$ cat src/rtdwc_pkg.sv
// ----------------------------------------------------------------------------
// rtdwc_pkg: shared types and constants of the waypoint controller
// Payload words, sequencer states, fixed-point constants, arctangent table.
// ----------------------------------------------------------------------------
`default_nettype none

package rtdwc_pkg;

    localparam int RTDWC_CORDIC_STEPS = 16;

    localparam logic [14:0] FULL_TURN = 15'd23040;
    localparam logic [14:0] HALF_TURN = 15'd11520;

    // fine angle units: 1/16384 degree
    localparam logic signed [23:0] FINE_180 = 24'sd2949120;
    localparam logic signed [23:0] FINE_360 = 24'sd5898240;

    // squared distance bands, 1/1024 m units squared
    localparam logic [32:0] BAND_FAST_SQ = 33'd37748736;
    localparam logic [32:0] BAND_MID_SQ  = 33'd4194304;
    localparam logic [32:0] BAND_SLOW_SQ = 33'd262144;

    localparam logic [1:0] PH_IDLE   = 2'd0;
    localparam logic [1:0] PH_ROTATE = 2'd1;
    localparam logic [1:0] PH_HOLD   = 2'd2;
    localparam logic [1:0] PH_DRIVE  = 2'd3;

    localparam logic [1:0] TURN_NONE = 2'd0;
    localparam logic [1:0] TURN_POS  = 2'd1;
    localparam logic [1:0] TURN_NEG  = 2'd3;

    localparam logic [2:0] REG_HOLD_TICKS  = 3'd0;
    localparam logic [2:0] REG_ARRIVE_DIST = 3'd1;
    localparam logic [2:0] REG_ALIGN_TOL   = 3'd2;
    localparam logic [2:0] REG_COARSE_BAND = 3'd3;
    localparam logic [2:0] REG_FINE_BAND   = 3'd4;
    localparam logic [2:0] REG_DEV_LIMIT   = 3'd5;

    typedef struct packed {
        logic [15:0] pos_x;
        logic [15:0] pos_y;
        logic [14:0] heading;
        logic [15:0] goal_x;
        logic [15:0] goal_y;
        logic        new_goal;
    } t_in_word;

    typedef struct packed {
        logic [3:0]        linear_cmd;
        logic signed [7:0] angular_cmd;
        logic [1:0]        phase_out;
        logic              arrived;
    } t_out_word;

    typedef enum logic [2:0] {
        ST_IDLE,
        ST_MUL,
        ST_WAIT,
        ST_EVAL
    } t_state;

    typedef enum logic [2:0] {
        CS_IDLE,
        CS_RUN,
        CS_NORM,
        CS_ROUND,
        CS_DONE
    } t_cor_state;

    // atan(2^-i) in 1/16384 degree
    function automatic logic signed [23:0] atan_fine(input logic [4:0] idx);
        logic signed [23:0] v;
        case (idx)
            5'd0:  v = 24'sd737280;
            5'd1:  v = 24'sd435242;
            5'd2:  v = 24'sd229970;
            5'd3:  v = 24'sd116736;
            5'd4:  v = 24'sd58595;
            5'd5:  v = 24'sd29326;
            5'd6:  v = 24'sd14667;
            5'd7:  v = 24'sd7334;
            5'd8:  v = 24'sd3667;
            5'd9:  v = 24'sd1833;
            5'd10: v = 24'sd917;
            5'd11: v = 24'sd458;
            5'd12: v = 24'sd229;
            5'd13: v = 24'sd115;
            5'd14: v = 24'sd57;
            5'd15: v = 24'sd29;
            5'd16: v = 24'sd14;
            5'd17: v = 24'sd7;
            5'd18: v = 24'sd4;
            5'd19: v = 24'sd2;
            5'd20: v = 24'sd1;
            default: v = 24'sd0;
        endcase
        return v;
    endfunction

endpackage

`default_nettype wire

$ cat src/rtdwc_cordic.sv
// ----------------------------------------------------------------------------
// rtdwc_cordic: iterative CORDIC bearing unit
// One vectoring micro-rotation per cycle, then wrap and round to 1/64 degree.
// ----------------------------------------------------------------------------
`default_nettype none

module rtdwc_cordic
    import rtdwc_pkg::*;
#(
    parameter int CORDIC_STEPS = RTDWC_CORDIC_STEPS
) (
    input  wire logic               i_clk,
    input  wire logic               i_rst_n,
    input  wire logic               i_start,
    input  wire logic signed [16:0] i_dx,
    input  wire logic signed [16:0] i_dy,
    output logic                    o_done,
    output logic [14:0]             o_bearing
);

    localparam int SW = $clog2(CORDIC_STEPS + 1);
    localparam logic [SW-1:0] LAST_STEP = SW'(CORDIC_STEPS - 1);

    t_cor_state r_state, n_state;
    logic [SW-1:0]      r_step;
    logic signed [27:0] r_x, r_y;
    logic signed [23:0] r_z;
    logic [14:0]        r_bearing;

    logic signed [16:0] ax, ay;
    logic signed [27:0] xs, ys;
    logic signed [23:0] at;
    logic [15:0]        rnd;

    assign ax  = i_dx[16] ? -i_dx : i_dx;
    assign ay  = i_dx[16] ? -i_dy : i_dy;
    assign xs  = r_x >>> r_step;
    assign ys  = r_y >>> r_step;
    assign at  = atan_fine(5'(r_step));
    assign rnd = 16'((r_z + 24'sd128) >>> 8);

    always_comb begin
        n_state = r_state;
        case (r_state)
            CS_IDLE:  n_state = CS_IDLE;
            CS_RUN:   if (r_step == LAST_STEP) n_state = CS_NORM;
            CS_NORM:  n_state = CS_ROUND;
            CS_ROUND: n_state = CS_DONE;
            CS_DONE:  n_state = CS_DONE;
            default:  n_state = CS_IDLE;
        endcase
        if (i_start) begin
            n_state = (i_dx == '0 && i_dy == '0) ? CS_DONE : CS_RUN;
        end
    end

    always_comb begin
        o_done    = (r_state == CS_DONE);
        o_bearing = r_bearing;
    end

    always_ff @(posedge i_clk) begin
        if (!i_rst_n) begin
            r_state <= CS_IDLE;
        end else begin
            r_state <= n_state;
        end
    end

    always_ff @(posedge i_clk) begin
        if (i_start) begin
            r_step    <= '0;
            r_x       <= 28'(ax) <<< 8;
            r_y       <= 28'(ay) <<< 8;
            r_z       <= i_dx[16] ? FINE_180 : 24'sd0;
            r_bearing <= '0;
        end else begin
            case (r_state)
                CS_RUN: begin
                    r_step <= r_step + 1'b1;
                    if (r_y > 0) begin
                        r_x <= r_x + ys;
                        r_y <= r_y - xs;
                        r_z <= r_z + at;
                    end else begin
                        r_x <= r_x - ys;
                        r_y <= r_y + xs;
                        r_z <= r_z - at;
                    end
                end
                CS_NORM: begin
                    if (r_z < 0) begin
                        r_z <= r_z + FINE_360;
                    end else if (r_z >= FINE_360) begin
                        r_z <= r_z - FINE_360;
                    end
                end
                CS_ROUND: begin
                    r_bearing <= (rnd >= {1'b0, FULL_TURN}) ?
                                 15'(rnd - {1'b0, FULL_TURN}) : rnd[14:0];
                end
                default: begin
                end
            endcase
        end
    end

endmodule

`default_nettype wire

$ cat src/rotate_then_drive_waypoint_controller.sv
// ----------------------------------------------------------------------------
// rotate_then_drive_waypoint_controller: go-to-goal velocity controller
// Rotate in place toward the goal bearing, hold, then drive by distance band.
// ----------------------------------------------------------------------------
// One word in gives one command word out. From acceptance to a loaded result,
// the iterative CORDIC bearing unit does one micro-rotation a cycle, then a
// wrap step and a round step, then the sequencer sees the bearing done and
// runs the evaluation step. The shared 17x17 multiplier squares dx, dy and the
// arrival radius alongside the CORDIC. When the goal sits on the robot the
// CORDIC is skipped. The input stalls from acceptance until the result is
// loaded, so the block takes no new word before it is through with the last;
// a stalled output holds the evaluation until the output register is free. A
// finished word waits in the output register without blocking the next
// acceptance. Configuration is an APB-style port, registers at 4*index.
`default_nettype none

module rotate_then_drive_waypoint_controller
    import rtdwc_pkg::*;
#(
    parameter int CORDIC_STEPS = RTDWC_CORDIC_STEPS
) (
    input  wire logic        i_clk,
    input  wire logic        i_rst_n,
    input  wire logic        i_in_valid,
    output logic             o_in_stall,
    input  wire t_in_word    i_in_word,
    output logic             o_out_valid,
    input  wire logic        i_out_stall,
    output t_out_word        o_out_word,
    input  wire logic        psel,
    input  wire logic        penable,
    input  wire logic        pwrite,
    input  wire logic [4:0]  paddr,
    input  wire logic [31:0] pwdata,
    output logic [31:0]      prdata,
    output logic             pready
);

    // configuration
    logic [15:0] r_hold_ticks, r_arrive_dist;
    logic [14:0] r_align_tol, r_coarse_band, r_fine_band, r_dev_limit;

    // controller state carried from tick to tick
    logic [1:0]  r_phase, r_turn_sign;
    logic [15:0] r_hold_left;

    // sequencer
    t_state      r_state, n_state;
    logic [1:0]  r_mcnt;
    t_in_word    r_word;
    logic signed [16:0] r_dx, r_dy;
    logic [31:0] r_sqx, r_sqy, r_lim2;

    logic        r_out_valid;
    t_out_word   r_out_word;

    logic        in_acc, out_free, cor_done;
    logic [14:0] bearing;
    logic signed [16:0] dx_in, dy_in, mul_op;
    logic signed [33:0] mul_p;

    assign in_acc   = i_in_valid && !o_in_stall;
    assign out_free = !r_out_valid || !i_out_stall;
    assign dx_in    = $signed({1'b0, i_in_word.goal_x}) - $signed({1'b0, i_in_word.pos_x});
    assign dy_in    = $signed({1'b0, i_in_word.goal_y}) - $signed({1'b0, i_in_word.pos_y});

    rtdwc_cordic #(
        .CORDIC_STEPS(CORDIC_STEPS)
    ) u_cordic (
        .i_clk     (i_clk),
        .i_rst_n   (i_rst_n),
        .i_start   (in_acc),
        .i_dx      (dx_in),
        .i_dy      (dy_in),
        .o_done    (cor_done),
        .o_bearing (bearing)
    );

    // shared multiplier: squares dx, dy, then the arrival radius
    always_comb begin
        case (r_mcnt)
            2'd0:    mul_op = r_dx;
            2'd1:    mul_op = r_dy;
            default: mul_op = $signed({1'b0, r_arrive_dist});
        endcase
        mul_p = mul_op * mul_op;
    end

    // ---------------- tick evaluation ----------------
    logic [14:0] th, aerr;
    logic signed [16:0] err0, err;
    logic [32:0] d2;
    logic        close;
    logic [1:0]  ev_phase, ev_turn;
    logic [15:0] ev_hold;
    logic [3:0]  ev_lin;
    logic signed [7:0] ev_ang, rate;
    logic        ev_arr;

    always_comb begin
        th   = (r_word.heading >= FULL_TURN) ? 15'(r_word.heading - FULL_TURN)
                                             : r_word.heading;
        err0 = $signed({2'b0, bearing}) - $signed({2'b0, th});
        err  = err0;
        if (err0 > $signed({2'b0, HALF_TURN})) begin
            err = err0 - $signed({2'b0, FULL_TURN});
        end
        if (err0 <= -$signed({2'b0, HALF_TURN})) begin
            err = err0 + $signed({2'b0, FULL_TURN});
        end
        aerr  = err[16] ? 15'(-err) : err[14:0];
        d2    = {1'b0, r_sqx} + {1'b0, r_sqy};
        close = d2 <= {1'b0, r_lim2};

        ev_phase = r_word.new_goal ? PH_ROTATE : r_phase;
        ev_turn  = r_turn_sign;
        ev_hold  = r_hold_left;
        ev_lin   = 4'd0;
        ev_ang   = 8'sd0;
        ev_arr   = 1'b0;
        rate     = 8'sd3;

        case (ev_phase)
            PH_HOLD: begin
                if (r_hold_left != '0) begin
                    ev_hold = r_hold_left - 1'b1;
                end else begin
                    ev_phase = PH_DRIVE;
                end
            end
            PH_ROTATE: begin
                // exactly zero or half a turn keeps the old direction
                if (err > 0 && err < $signed({2'b0, HALF_TURN})) begin
                    ev_turn = TURN_POS;
                end else if (err < 0) begin
                    ev_turn = TURN_NEG;
                end
                if (aerr <= r_align_tol || close) begin
                    ev_hold  = r_hold_ticks;
                    ev_phase = PH_HOLD;
                end else begin
                    if (aerr > r_coarse_band) begin
                        rate = 8'sd100;
                    end else if (aerr > r_fine_band) begin
                        rate = 8'sd20;
                    end
                    case (ev_turn)
                        TURN_POS: ev_ang = rate;
                        TURN_NEG: ev_ang = -rate;
                        default:  ev_ang = 8'sd0;
                    endcase
                end
            end
            default: begin
            end
        endcase

        if (ev_phase == PH_DRIVE) begin
            if (close) begin
                ev_arr   = 1'b1;
                ev_phase = PH_IDLE;
            end else if (aerr > r_dev_limit) begin
                ev_phase = PH_ROTATE;
            end else if (d2 > BAND_FAST_SQ) begin
                ev_lin = 4'd15;
            end else if (d2 > BAND_MID_SQ) begin
                ev_lin = 4'd6;
            end else if (d2 > BAND_SLOW_SQ) begin
                ev_lin = 4'd4;
            end else begin
                ev_lin = 4'd2;
            end
        end
    end

    // ---------------- sequencer ----------------
    always_comb begin
        n_state = r_state;
        case (r_state)
            ST_IDLE: if (in_acc) n_state = ST_MUL;
            ST_MUL:  if (r_mcnt == 2'd2) n_state = ST_WAIT;
            ST_WAIT: if (cor_done) n_state = ST_EVAL;
            ST_EVAL: if (out_free) n_state = ST_IDLE;
            default: n_state = ST_IDLE;
        endcase
    end

    always_comb begin
        o_in_stall  = (r_state != ST_IDLE);
        o_out_valid = r_out_valid;
        o_out_word  = r_out_word;
        pready      = 1'b1;
        case (paddr[4:2])
            REG_HOLD_TICKS:  prdata = {16'd0, r_hold_ticks};
            REG_ARRIVE_DIST: prdata = {16'd0, r_arrive_dist};
            REG_ALIGN_TOL:   prdata = {17'd0, r_align_tol};
            REG_COARSE_BAND: prdata = {17'd0, r_coarse_band};
            REG_FINE_BAND:   prdata = {17'd0, r_fine_band};
            REG_DEV_LIMIT:   prdata = {17'd0, r_dev_limit};
            default:         prdata = '0;
        endcase
    end

    always_ff @(posedge i_clk) begin
        if (!i_rst_n) begin
            r_state       <= ST_IDLE;
            r_mcnt        <= '0;
            r_out_valid   <= 1'b0;
            r_phase       <= PH_IDLE;
            r_turn_sign   <= TURN_NONE;
            r_hold_left   <= '0;
            r_hold_ticks  <= 16'd30000;
            r_arrive_dist <= 16'd102;
            r_align_tol   <= 15'd13;
            r_coarse_band <= 15'd3200;
            r_fine_band   <= 15'd320;
            r_dev_limit   <= 15'd640;
        end else begin
            r_state <= n_state;
            if (r_state == ST_MUL) begin
                r_mcnt <= r_mcnt + 1'b1;
            end else begin
                r_mcnt <= '0;
            end
            // commit the tick and load the result
            if (r_state == ST_EVAL && out_free) begin
                r_out_valid <= 1'b1;
                r_phase     <= ev_phase;
                r_turn_sign <= ev_turn;
                r_hold_left <= ev_hold;
            end else if (r_out_valid && !i_out_stall) begin
                // drop the shown word once taken
                r_out_valid <= 1'b0;
            end
            if (psel && penable && pwrite) begin
                case (paddr[4:2])
                    REG_HOLD_TICKS:  r_hold_ticks  <= pwdata[15:0];
                    REG_ARRIVE_DIST: r_arrive_dist <= pwdata[15:0];
                    REG_ALIGN_TOL:   r_align_tol   <= pwdata[14:0];
                    REG_COARSE_BAND: r_coarse_band <= pwdata[14:0];
                    REG_FINE_BAND:   r_fine_band   <= pwdata[14:0];
                    REG_DEV_LIMIT:   r_dev_limit   <= pwdata[14:0];
                    default: begin
                    end
                endcase
            end
        end
    end

    // payload registers
    always_ff @(posedge i_clk) begin
        if (in_acc) begin
            r_word <= i_in_word;
            r_dx   <= dx_in;
            r_dy   <= dy_in;
        end
        if (r_state == ST_MUL) begin
            case (r_mcnt)
                2'd0:    r_sqx  <= mul_p[31:0];
                2'd1:    r_sqy  <= mul_p[31:0];
                default: r_lim2 <= mul_p[31:0];
            endcase
        end
        if (r_state == ST_EVAL && out_free) begin
            r_out_word.linear_cmd  <= ev_lin;
            r_out_word.angular_cmd <= ev_ang;
            r_out_word.phase_out   <= ev_phase;
            r_out_word.arrived     <= ev_arr;
        end
    end

endmodule

`default_nettype wire

$ cat config.mk
export PLATFORM = sky130hd
export DESIGN_NAME = rotate_then_drive_waypoint_controller
export DESIGN_NICKNAME = d
export VERILOG_FILES = /design/src/rtdwc_pkg.sv /design/src/rtdwc_cordic.sv /design/src/rotate_then_drive_waypoint_controller.sv
export SDC_FILE = /design/constraint.sdc
export NUM_CORES = 2
export LEC_CHECK = 0
export BUFFER_PORTS_ARGS = -buffer_cell sky130_fd_sc_hd__buf_2
export CAP_MARGIN = 20
export CORE_MARGIN = 2
export CORE_UTILIZATION = 30
export CTS_BUF_LIST = sky130_fd_sc_hd__clkbuf_2 sky130_fd_sc_hd__clkbuf_4 sky130_fd_sc_hd__clkbuf_8
export CTS_CLUSTER_SIZE = 16
export DETAILED_ROUTE_END_ITERATION = 6
export HOLD_SLACK_MARGIN = 0.02
export SYNTH_ARGS = -nofsm -noshare
export SYNTH_HDL_FRONTEND = slang
export SYNTH_HIERARCHICAL = 1
export SYNTH_SLANG_ARGS = --single-unit
$ cat constraint.sdc
create_clock -name i_clk -period 9.1 [get_ports i_clk]
set_input_delay 0 -clock i_clk [delete_from_list [all_inputs] [get_ports i_clk]]
set_output_delay 0 -clock i_clk [all_outputs]
set_load 0.1 [all_outputs]
==> flow_summary.ini <==
[floorplan]
die_width_um = 382
start_util = 0.302
ioPinCount = 174
die-height_um = 382
die_area_sq_mm = 0.146
core-area_sq_mm = 0.142
row_count = 138

[timing]
worst_pin_slew_ps = 1140
setup_viol = 0
fmax_ghz = 0.118
rsz0062_at_grt = no
slew_viol_final = 0
setup_ws_ps = 622
skew_ps = 32.6
fin_crit_sh = 0.932
period_minus_slack_ps = 8480
totalNegativeSetupSlack_ps = 0
hold_viol = 0
slew_headroom = 0.232

[detailed_routing]
vias_per_cell = 5.20
drt_iter0_markers = 2759
vias = 36200
finalWirelength_um = 130000
drc_errors = 0
wire_per_inst_um = 18.8
ant_nets = 0
drtPass1Iterations = 6

[placement]
dp_cells = 6751
io_buffer_count = 138
dp_hpwl_um = 102000
dp_slack_ps = 665
place_congestion = 0.976

[setup_path]
crit_fanout = 20
crit_path_frequent_cell = fa_1
max_stage_delay_ps = 580
startpoint_type = flip-flop
reg2reg_slack_ps = 620
crit_arrival_ps = 8920
slowest_stage = a2111oi_0
cp-end-kind = flip-flop
worstPathRequired_ps = 9540
path_class = reg -> reg

[finish]
final_nets = 5755
area_growth_pct = 11.4
final_cell_mix = 563 x inv_1, 517 x nand2_1, 411 x nor2_1
layout_commonest_cell = inv_1
layout-drive-gt1-share = 0.0982
fin_cells = 6955

[global_routing]
grt-ovfl-total = 0
grt_pass1_wl_um = 201000
grt_pass1_vias = 35400
grt_max_degree = 111
antenna_found_initial = 5
track_usage = 0.174

[clocking]
h-tree-depth = 3
clk_latency_ps = 690
cts_sinks = 396
cts_tree = yes
path_clk_slew_ps = 60
numCtsBuffers = 75
cts_root_buffer = clkbuf_8
clock_path_buffers = 3
cts_setup_buffers = 0

[logic_synthesis]
synth_cells = 4862
synth_seq_area_share = 0.237
syn-cell-area_sq_mm = 0.0428
syn_avg_cell_area_sq_um = 8.80
synthFlopType = edfxtp_1
synth_cell_types = 121
synth_edf_count = 220
yosys_warnings = 6
synth_seq_cells = 396
synthArstFlopShare = 0

[hold_path]
min_path_type = in -> reg

[flow_run]
cap_violations = 0

[run_status]
status = finished, final reports clean
[layer usage]
| layer | part of all wire | global-route usage | up-vias |
|---|---|---|---|
| met3 | 0.076 | 0.0398 | 225 |
| met5 | 0.00021 | 0 | - |
| met1 | 0.46 | 0.240 | 17500 |
| met2 | 0.44 | 0.271 | 1150 |
| li1 | - | - | 17300 |
| met4 | 0.027 | 0.0505 | 4 |
[what timing repair did]
| item | in CTS | in global routing |
|---|---|---|
| endpoints found under the hold margin | 148 | 0 |
| hold buffers | 62 | 0 |
| resized for setup | 0 | 1 |
| setup endpoints to repair | 0 | 3 |
[cells in the mapped netlist (27+ instances only)]
cell | instances | share of area
inv_1 | 563 | 0.049
nand2_1 | 517 | 0.045
nor2_1 | 415 | 0.036
ha_1 | 362 | 0.11
fa_1 | 264 | 0.12
a21oi_1 | 233 | 0.027
edfxtp_1 | 220 | 0.15
o21ai_0 | 200 | 0.023
xnor2_1 | 185 | 0.038
dfxtp_1 | 176 | 0.082
clkbuf_1 | 141 | 0.012
a21boi_0 | 111 | 0.019
a21o_1 | 100 | 0.018
xor2_1 | 94 | 0.019
mux2i_1 | 87 | 0.020
nand3_1 | 77 | 0.0090
nor3_1 | 69 | 0.0081
nand2b_1 | 54 | 0.0079
a211oi_1 | 52 | 0.0091
o21a_1 | 50 | 0.0088
nand4_1 | 48 | 0.0070
nor2b_1 | 48 | 0.0070
a31oi_1 | 46 | 0.0067
mux4_2 | 44 | 0.023
o211ai_1 | 41 | 0.0072
and3_1 | 37 | 0.0054
mux2_2 | 35 | 0.0092
nor4_1 | 32 | 0.0047
or3_1 | 30 | 0.0044
o31ai_1 | 27 | 0.0047
or2_2 | 27 | 0.0039
[metrics by stage]
step | utilization | hold slack, ps | area (sq um)
floorplan | - | 98.9 | 42900
global placement | 0.321 | 177 | 45400
detailed placement | 0.321 | 178 | 45400
CTS | 0.336 | 22.8 | 47600
global route | 0.337 | 63.4 | 47700
finish | 0.337 | 92.3 | 47700
[critical path: cells and delay by family (launching register included)]
kind	cells	cell delay, ps
DFF	1	310
AOI/OAI and AO/OA	6	2090
and+or+nand+nor	5	730
buffers and inverters	7	1170
adders and majority gates	8	3620
xor gates and xnor gates	1	330
[flip-flops by register name, summed over array words and instances, names as in the netlist, 3 cells and up]
| register | count |
|---|---|
| r_lim2 | 31 |
| r_sqx | 31 |
| r_sqy | 31 |
| u_cordic/r_x | 28 |
| u_cordic/r_y | 28 |
| u_cordic/r_z | 24 |
| u_cordic/at | 20 |
| r_dx | 17 |
| r_dy | 17 |
| r_arrive_dist | 16 |
| r_hold_left | 16 |
| r_hold_ticks | 16 |
| r_word | 16 |
| r_align_tol | 15 |
| r_coarse_band | 15 |
| r_dev_limit | 15 |
| r_fine_band | 15 |
| u_cordic/o_bearing | 15 |
| o_out_word | 13 |
| u_cordic/r_step | 5 |
| u_cordic/r_state | 3 |
[cells by family (layout without fill, tap and decap cells)]
kind of cell    after synthesis  in the layout  share of synthesized area
other cells                   2             23                   0.000175
fa+ha+maj                   626            626                      0.229
xor+xnor                    282            282                     0.0585
compound gates             1140           1140                      0.184
flops                       396            396                      0.237
buf+inv                     783            965                     0.0725
mux                         180            180                     0.0607
simple gates               1453           1453                      0.158
[worst paths after layout]
check	startpoint	cells after the start	end
hold reg to reg	r_fine_band[11]	2	r_fine_band[11]
setup / recovery	r_mcnt[0]	27	r_lim2[31]
hold / removal	i_in_word[15]	4	r_dy[16]
setup reg to reg	r_mcnt[0]	27	r_lim2[31]
[layout make-up]
cell class / instances / area, sq um
tap: 1890 / 2360
clock buffer: 95 / 1230
timing repair buffer: 260 / 1790
clock inverter: 40 / 310
fill: 14800 / 93900
multi-input combinational: 3702 / 29700
sequential: 396 / 10100
inverter: 570 / 2140
antenna: 2 / 5.00
Power is left out: the tool's default activity adds up to more than one toggle a clock period on the data nets, which glitch-free logic cannot reach.
